`src/mbwpf_pkg.sv`:
```
package mbwpf_pkg;

   localparam int ID_WIDTH      = 8;
   localparam int ADDR_WIDTH    = 8;
   localparam int COUNT_WIDTH   = 4;
   localparam int PAYLOAD_WIDTH = 64;
   localparam int BYTE_WIDTH    = 8;
   localparam int REQ_DATA_WIDTH = 88;

   localparam logic [BYTE_WIDTH-1:0] SYNC_BYTE         = 8'hFF;
   localparam logic [BYTE_WIDTH-1:0] WRITE_INSTRUCTION = 8'h00;
   localparam logic [BYTE_WIDTH-1:0] LENGTH_OVERHEAD   = 8'd3;

   localparam int QUEUE_DEPTH = 2;

   // One classified command as it sits in the queue.
   typedef struct packed {
      logic [PAYLOAD_WIDTH-1:0] payload;
      logic [ID_WIDTH-1:0]      node_id;
      logic [ADDR_WIDTH-1:0]    reg_address;
      logic [COUNT_WIDTH-1:0]   count;
      logic [BYTE_WIDTH-1:0]    len_byte;
      logic [BYTE_WIDTH-1:0]    sum_seed;
   } cmd_type;

   typedef enum logic [3:0] {
      ST_IDLE,
      ST_SYNC1,
      ST_SYNC2,
      ST_ID,
      ST_LEN,
      ST_INSTR,
      ST_ADDR,
      ST_DATA,
      ST_SUM
   } step_type;

endpackage

```
`src/motor_bus_write_packet_framer_unit.sv`:
```
// Channel | Dir | tdata fields, low bit up                          | tlast
// req_    | in  | node_id[7:0] reg_address[15:8] byte_count[19:16]    | -
//         |     | payload[83:20], zero pad [87:84]                    |
// rsp_    | out | tx_byte[7:0]                                        | frame_end
//
// A frame is 7 + count words (15 at the full count of eight bytes), sent one per
// cycle unless rsp_tready stalls; a filled queue keeps frames back to back.
// The front takes a command whenever the two-entry queue has room, also while
// the back is still sending or stalled on rsp_tready.
// Reset is synchronous: it empties the queue and the output register.
// A stall on rsp_tready holds the output word and freezes the sequencer.
module motor_bus_write_packet_framer_unit #(
   parameter int MAX_DATA_BYTES = 8
) (
   input  logic        clock,
   input  logic        reset,

   input  logic        req_tvalid,
   output logic        req_tready,
   // node_id[7:0], reg_address[15:8], byte_count[19:16], payload[83:20], pad[87:84]
   input  logic [87:0] req_tdata,

   output logic        rsp_tvalid,
   input  logic        rsp_tready,
   // tx_byte[7:0]
   output logic [7:0]  rsp_tdata,
   output logic        rsp_tlast
);

   localparam int IdLo    = 0;
   localparam int AddrLo  = IdLo + mbwpf_pkg::ID_WIDTH;
   localparam int CountLo = AddrLo + mbwpf_pkg::ADDR_WIDTH;
   localparam int PayLo   = CountLo + mbwpf_pkg::COUNT_WIDTH;

   mbwpf_pkg::cmd_type front_cmd;
   mbwpf_pkg::cmd_type queue_cmd;
   logic               queue_full;
   logic               queue_nonempty;
   logic               queue_pop;
   logic               push;

   // Accept a word whenever the queue has room.
   assign req_tready = !queue_full;
   assign push       = req_tvalid && req_tready;

   // Classify: clamp the count and seed the checksum.
   mbwpf_front #(
      .MAX_DATA_BYTES(MAX_DATA_BYTES)
   ) u_front (
      .node_id     (req_tdata[AddrLo-1:IdLo]),
      .reg_address (req_tdata[CountLo-1:AddrLo]),
      .byte_count  (req_tdata[PayLo-1:CountLo]),
      .payload     (req_tdata[PayLo+mbwpf_pkg::PAYLOAD_WIDTH-1:PayLo]),
      .cmd         (front_cmd)
   );

   // Decouple the front from the byte sequencer.
   mbwpf_cmd_queue u_queue (
      .clock    (clock),
      .reset    (reset),
      .push     (push),
      .push_cmd (front_cmd),
      .full     (queue_full),
      .pop      (queue_pop),
      .pop_cmd  (queue_cmd),
      .nonempty (queue_nonempty)
   );

   // Walk the frame one word at a time and fold data bytes into the checksum.
   mbwpf_back u_back (
      .clock      (clock),
      .reset      (reset),
      .q_cmd      (queue_cmd),
      .q_nonempty (queue_nonempty),
      .q_pop      (queue_pop),
      .out_valid  (rsp_tvalid),
      .out_ready  (rsp_tready),
      .out_byte   (rsp_tdata),
      .out_last   (rsp_tlast)
   );

endmodule

```
`src/mbwpf_front.sv`:
```
module mbwpf_front #(
   parameter int MAX_DATA_BYTES = 8
) (
   input  logic [mbwpf_pkg::ID_WIDTH-1:0]      node_id,
   input  logic [mbwpf_pkg::ADDR_WIDTH-1:0]    reg_address,
   input  logic [mbwpf_pkg::COUNT_WIDTH-1:0]   byte_count,
   input  logic [mbwpf_pkg::PAYLOAD_WIDTH-1:0] payload,
   output mbwpf_pkg::cmd_type                  cmd
);

   localparam logic [mbwpf_pkg::COUNT_WIDTH-1:0] MaxCount =
      mbwpf_pkg::COUNT_WIDTH'(MAX_DATA_BYTES);

   logic [mbwpf_pkg::COUNT_WIDTH-1:0] count_sat;
   logic [mbwpf_pkg::BYTE_WIDTH-1:0]  len_byte;

   // Clamp the count, build the length byte and the header part of the checksum.
   always_comb begin
      count_sat = (byte_count > MaxCount) ? MaxCount : byte_count;
      len_byte  = mbwpf_pkg::BYTE_WIDTH'(count_sat) + mbwpf_pkg::LENGTH_OVERHEAD;
      cmd.payload     = payload;
      cmd.node_id     = node_id;
      cmd.reg_address = reg_address;
      cmd.count       = count_sat;
      cmd.len_byte    = len_byte;
      cmd.sum_seed    = mbwpf_pkg::SYNC_BYTE - node_id - len_byte - reg_address;
   end

endmodule

```
`src/mbwpf_cmd_queue.sv`:
```
module mbwpf_cmd_queue (
   input  logic               clock,
   input  logic               reset,
   input  logic               push,
   input  mbwpf_pkg::cmd_type push_cmd,
   output logic               full,
   input  logic               pop,
   output mbwpf_pkg::cmd_type pop_cmd,
   output logic               nonempty
);

   localparam int PtrWidth = $clog2(mbwpf_pkg::QUEUE_DEPTH);
   localparam int CntWidth = $clog2(mbwpf_pkg::QUEUE_DEPTH + 1);
   localparam logic [CntWidth-1:0] Depth = CntWidth'(mbwpf_pkg::QUEUE_DEPTH);

   mbwpf_pkg::cmd_type entry_ff [mbwpf_pkg::QUEUE_DEPTH];
   logic [PtrWidth-1:0] wr_ptr_ff, wr_ptr_in;
   logic [PtrWidth-1:0] rd_ptr_ff, rd_ptr_in;
   logic [CntWidth-1:0] fill_ff, fill_in;

   function automatic logic [PtrWidth-1:0] next_ptr(input logic [PtrWidth-1:0] p);
      next_ptr = (p == PtrWidth'(mbwpf_pkg::QUEUE_DEPTH - 1)) ? '0 : p + 1'b1;
   endfunction

   assign full     = (fill_ff == Depth);
   assign nonempty = (fill_ff != '0);
   assign pop_cmd  = entry_ff[rd_ptr_ff];

   always_comb begin
      wr_ptr_in = push ? next_ptr(wr_ptr_ff) : wr_ptr_ff;
      rd_ptr_in = pop  ? next_ptr(rd_ptr_ff) : rd_ptr_ff;
      fill_in   = fill_ff + CntWidth'(push) - CntWidth'(pop);
   end

   always_ff @(posedge clock) begin
      if (reset) begin
         wr_ptr_ff <= '0;
         rd_ptr_ff <= '0;
         fill_ff   <= '0;
      end else begin
         wr_ptr_ff <= wr_ptr_in;
         rd_ptr_ff <= rd_ptr_in;
         fill_ff   <= fill_in;
      end
   end

   always_ff @(posedge clock) begin
      if (push) begin
         entry_ff[wr_ptr_ff] <= push_cmd;
      end
   end

endmodule

```
`src/mbwpf_back.sv`:
```
module mbwpf_back (
   input  logic                               clock,
   input  logic                               reset,
   input  mbwpf_pkg::cmd_type                 q_cmd,
   input  logic                               q_nonempty,
   output logic                               q_pop,
   output logic                               out_valid,
   input  logic                               out_ready,
   output logic [mbwpf_pkg::BYTE_WIDTH-1:0]   out_byte,
   output logic                               out_last
);

   mbwpf_pkg::step_type state_ff, state_in;

   logic [mbwpf_pkg::PAYLOAD_WIDTH-1:0] data_ff, data_in;
   logic [mbwpf_pkg::ID_WIDTH-1:0]      id_ff, id_in;
   logic [mbwpf_pkg::ADDR_WIDTH-1:0]    addr_ff, addr_in;
   logic [mbwpf_pkg::BYTE_WIDTH-1:0]    len_ff, len_in;
   logic [mbwpf_pkg::COUNT_WIDTH-1:0]   left_ff, left_in;
   logic [mbwpf_pkg::BYTE_WIDTH-1:0]    sum_ff, sum_in;

   logic                                out_valid_ff, out_valid_in;
   logic [mbwpf_pkg::BYTE_WIDTH-1:0]    out_byte_ff, out_byte_in;
   logic                                out_last_ff, out_last_in;

   logic advance;
   logic load;

   assign advance   = !out_valid_ff || out_ready;
   assign out_valid = out_valid_ff;
   assign out_byte  = out_byte_ff;
   assign out_last  = out_last_ff;
   assign q_pop     = load;

   always_comb begin
      state_in     = state_ff;
      data_in      = data_ff;
      id_in        = id_ff;
      addr_in      = addr_ff;
      len_in       = len_ff;
      left_in      = left_ff;
      sum_in       = sum_ff;
      out_valid_in = out_valid_ff;
      out_byte_in  = out_byte_ff;
      out_last_in  = out_last_ff;
      load         = 1'b0;

      if (advance) begin
         out_valid_in = 1'b0;
         out_last_in  = 1'b0;
         unique case (state_ff)
            mbwpf_pkg::ST_IDLE: begin
               load = q_nonempty;
            end
            mbwpf_pkg::ST_SYNC1: begin
               out_valid_in = 1'b1;
               out_byte_in  = mbwpf_pkg::SYNC_BYTE;
               state_in     = mbwpf_pkg::ST_SYNC2;
            end
            mbwpf_pkg::ST_SYNC2: begin
               out_valid_in = 1'b1;
               out_byte_in  = mbwpf_pkg::SYNC_BYTE;
               state_in     = mbwpf_pkg::ST_ID;
            end
            mbwpf_pkg::ST_ID: begin
               out_valid_in = 1'b1;
               out_byte_in  = id_ff;
               state_in     = mbwpf_pkg::ST_LEN;
            end
            mbwpf_pkg::ST_LEN: begin
               out_valid_in = 1'b1;
               out_byte_in  = len_ff;
               state_in     = mbwpf_pkg::ST_INSTR;
            end
            mbwpf_pkg::ST_INSTR: begin
               out_valid_in = 1'b1;
               out_byte_in  = mbwpf_pkg::WRITE_INSTRUCTION;
               state_in     = mbwpf_pkg::ST_ADDR;
            end
            mbwpf_pkg::ST_ADDR: begin
               out_valid_in = 1'b1;
               out_byte_in  = addr_ff;
               state_in     = (left_ff == '0) ? mbwpf_pkg::ST_SUM : mbwpf_pkg::ST_DATA;
            end
            mbwpf_pkg::ST_DATA: begin
               out_valid_in = 1'b1;
               out_byte_in  = data_ff[mbwpf_pkg::BYTE_WIDTH-1:0];
               sum_in       = sum_ff - data_ff[mbwpf_pkg::BYTE_WIDTH-1:0];
               data_in      = data_ff >> mbwpf_pkg::BYTE_WIDTH;
               left_in      = left_ff - 1'b1;
               state_in     = (left_ff == mbwpf_pkg::COUNT_WIDTH'(1)) ?
                              mbwpf_pkg::ST_SUM : mbwpf_pkg::ST_DATA;
            end
            mbwpf_pkg::ST_SUM: begin
               out_valid_in = 1'b1;
               out_byte_in  = sum_ff;
               out_last_in  = 1'b1;
               load         = q_nonempty;
               state_in     = mbwpf_pkg::ST_IDLE;
            end
            default: begin
               state_in = mbwpf_pkg::ST_IDLE;
            end
         endcase

         // Take the next command straight from the queue.
         if (load) begin
            data_in  = q_cmd.payload;
            id_in    = q_cmd.node_id;
            addr_in  = q_cmd.reg_address;
            len_in   = q_cmd.len_byte;
            left_in  = q_cmd.count;
            sum_in   = q_cmd.sum_seed;
            state_in = mbwpf_pkg::ST_SYNC1;
         end
      end
   end

   always_ff @(posedge clock) begin
      if (reset) begin
         state_ff     <= mbwpf_pkg::ST_IDLE;
         out_valid_ff <= 1'b0;
         out_last_ff  <= 1'b0;
      end else begin
         state_ff     <= state_in;
         out_valid_ff <= out_valid_in;
         out_last_ff  <= out_last_in;
      end
   end

   always_ff @(posedge clock) begin
      data_ff     <= data_in;
      id_ff       <= id_in;
      addr_ff     <= addr_in;
      len_ff      <= len_in;
      left_ff     <= left_in;
      sum_ff      <= sum_in;
      out_byte_ff <= out_byte_in;
   end

   a_pop_needs_entry: assert property (@(posedge clock) disable iff (reset)
      q_pop |-> q_nonempty)
      else $error("command popped from an empty queue");

   a_data_has_bytes: assert property (@(posedge clock) disable iff (reset)
      (state_ff == mbwpf_pkg::ST_DATA) |-> (left_ff != '0))
      else $error("data step entered with no bytes left");

   a_after_checksum: assert property (@(posedge clock) disable iff (reset)
      (state_ff == mbwpf_pkg::ST_SUM && advance) |=>
      (out_last_ff && (state_ff == mbwpf_pkg::ST_SYNC1 || state_ff == mbwpf_pkg::ST_IDLE)))
      else $error("checksum word not flagged or sequencer did not restart");

   a_last_only_from_sum: assert property (@(posedge clock) disable iff (reset)
      $rose(out_last_ff) |-> $past(state_ff == mbwpf_pkg::ST_SUM))
      else $error("last flag raised outside the checksum step");

endmodule

```
`config.mk`:
```
export PLATFORM = sky130hd
export DESIGN_NAME = motor_bus_write_packet_framer_unit
export DESIGN_NICKNAME = d
export VERILOG_FILES = /design/src/mbwpf_pkg.sv /design/src/motor_bus_write_packet_framer_unit.sv /design/src/mbwpf_front.sv /design/src/mbwpf_cmd_queue.sv /design/src/mbwpf_back.sv
export SDC_FILE = /design/constraint.sdc
export NUM_CORES = 1
export LEC_CHECK = 0
export BUFFER_PORTS_ARGS = -buffer_cell sky130_fd_sc_hd__buf_2
export CELL_PAD_IN_SITES_DETAIL_PLACEMENT = 1
export CELL_PAD_IN_SITES_GLOBAL_PLACEMENT = 1
export CORE_AREA = 2 2 171 173
export CTS_BUF_LIST = sky130_fd_sc_hd__clkbuf_8 sky130_fd_sc_hd__clkbuf_16
export DETAILED_ROUTE_END_ITERATION = 8
export DIE_AREA = 0 0 173 175
export HOLD_SLACK_MARGIN = 0.03
export PLACE_DENSITY_LB_ADDON = 0.1
export SYNTH_ARGS = -nofsm -noshare
export SYNTH_HDL_FRONTEND = slang
export SYNTH_SLANG_ARGS = --single-unit
```
`constraint.sdc`:
```
create_clock -name clock -period 5.6 [get_ports clock]
set_input_delay 0.56 -clock clock [delete_from_list [all_inputs] [get_ports clock]]
set_output_delay 0.56 -clock clock [all_outputs]
set_load 0.02 [all_outputs]
```
==> reports/metrics.yaml <==
sta:
  fin_crit_ps: 3080
  rsz0062_at_grt: "false"
  maxSlewViolCount: 0
  fin_skew_ps: 7.99
  setup_ws_ps: 2520
  slew_headroom: 0.287
  post-route-period-util: 0.550
  fmax_mhz: 324
  setup-violations-final: 0
  whs_ps: 189
  setup_tns_ps: 0
  tightest_slew_ps: 1070
  hold_viol: 0
detailed_routing:
  drt_wl_total_um: 24800
  drc: 0
  antenna_left: 0
  dr.pass1.iters: 4
  wl_per_cell_um: 18.5
  avgViaCountPerCell: 5.11
  drt_iter0_markers: 350
  vias: 6846
clock_network:
  clock_sinks: 310
  h-tree-depth: 1
  clock_path_buffers: 3
  tritoncts: "built"
  cts_resized: 0
  ctsHoldBuffers: 0
  cts_root_buf: "clkbuf_16"
  clk_pin_slew_ps: 60
  cts_buffers: 31
  cts_setup_buffers: 0
  clk_latency_ps: 560
placed_design:
  hpwlAfterDp_um: 15500
  preCtsSetupSlack_ps: 2300
  placed_area_um2: 13500
  place.gp.congestion: 0.754
  place_inst: 1284
  port_buffers: 98
logic_synthesis:
  synthesis.area_um2: 12600
  yosysWarnings: 0
  synth_seq_area_share: 0.728
  syn_inst: 832
  avgSynthCellArea_um2: 15.2
  synth_edf_count: 299
  synth_top_flop_cell: "edfxtp_1"
  async_flop_share: 0
  synth_cell_type_count: 51
  ys_ff_latch: 310
critical_path:
  arrival_ps: 3260
  cp_top_family: "buffers and inverters"
  worst-setup-path-type: "reg -> reg"
  path_cells: "inv_1, nor2_1, nand3_1, a21oi_4, buf_4"
  path_buf_inv: 2
  setup.worst_path.start_class: "flop"
  crit_path_max_incr_delay_ps: 960
  required_ps: 5780
  crit_fanout: 76
  slowest_stage: "dfxtp_1"
  worst_setup_path_end_kind: "flop"
final_layout:
  layout-drive-gt1-share: 0.194
  final_common_cell: "edfxtp_1"
  fin_cells: 1341
  antenna_cells: 0
  final.fill_count: 2806
  area_growth_pct: 14.7
  final_nets: 1051
  fin_area_um2: 14500
  final_cell_mix: "299 x edfxtp_1, 98 x buf_2, 78 x nand2_1"
floorplan:
  initial_utilization: 0.445
  dieArea_um2: 30300
  die_w_um: 173
  ios: 103
  dieHeight_um: 175
  coreArea_um2: 28400
  placementRows: 62
power:
  p_per_area_nw_per_um2: 562
  vdd_drop_max_mv: 0.270
  p_leak_nw: 5.11
hold_path:
  hold_path_class: "in -> reg"
run:
  maxCapViolations: 0
global_routing:
  grt-ovfl-total: 0
  antenna_found_initial: 0
  grt_pass1_wl_um: 40500
  grt_pass1_vias: 7490
  grt_usage: 0.167
  grt_max_degree: 86
run_status:
  status: "completed"
==> path summary, 6_finish.rpt <==
| kind | slack [ps] | start | cells after the start | endpoint |
|---|---|---|---|---|
| max | 2520 | u_back.state_ff[2] | 5 | u_back.data_ff[55] |
| min | 190 | req_tdata[58] | 1 | u_queue.entry_ff[1][71] |
| max reg2reg | 2520 | u_back.state_ff[2] | 5 | u_back.data_ff[55] |
| min reg2reg | 510 | u_back.out_last | 2 | u_back.out_last |
==> routing by layer <==
metal  routed length (um)  GRT usage  vias to the layer above
li1                     -          -                     3298
met1                11600      0.233                     3374
met2                11700      0.275                      137
met3                  935     0.0261                       37
met4                  493     0.0448                        0
met5                    0          0                        -
==> report_power, final <==
group          internal, W  switching, W
logic             0.000834       0.00149
registers          0.00351      0.000263
clock network      0.00119      0.000854
==> flip-flops by register name, indices dropped and copies added (netlist names), named ones only <==
register,cells
u_queue.rd_ptr_ff,1
u_back.state_ff,4
u_queue.entry_ff,194
u_back.out_last,1
u_back.id_ff,8
u_back.addr_ff,8
u_queue.wr_ptr_ff,1
u_back.out_byte,8
u_back.out_valid,1
u_back.len_ff,5
u_back.left_ff,4
u_queue.fill_ff,2
u_back.data_ff,64
u_back.sum_ff,8
==> synthesized netlist by cell type (all sizes together), types with 13 or more instances <==
library cell,instances,area [um2]
nor2,43,169
inv,35,131
edfxtp,299,8980
nand3,13,65.1
ha,20,250
mux2,21,236
buf,28,180
mux2i,71,711
a21oi,27,143
o21ai,70,354
nand2,78,293
nor2b,13,81.3
==> metrics by stage <==
step / utilization / total power (W)
2_1_floorplan: - / 0.00555
5_1_grt: 0.511 / 0.00866
4_1_cts: 0.511 / 0.00827
6_report: 0.511 / 0.00815
3_5_place_dp: 0.475 / 0.00618
3_3_place_gp: 0.475 / 0.00605
==> logic make-up after synthesis <==
group / synth area share
other: 0.000594
flip-flops: 0.728
AND/OR/NAND/NOR: 0.0582
AO/OA/AOI/OAI: 0.0689
XOR/XNOR: 0.0125
multiplexers: 0.0749
adder cells (fa/ha/maj): 0.0293
buffers and inverters: 0.0279
==> layout make-up <==
class | count | area (um2) | share of cell area
timing repair buffer | 106 | 551 | 0.0380
tap | 384 | 480 | 0.0331
inverter | 35 | 131 | 0.00906
clock buffer | 31 | 776 | 0.0535
sequential | 310 | 9200 | 0.635
clock inverter | 26 | 238 | 0.0164
multi-input combinational | 449 | 3120 | 0.215
Power figures use the tool's default switching activity.
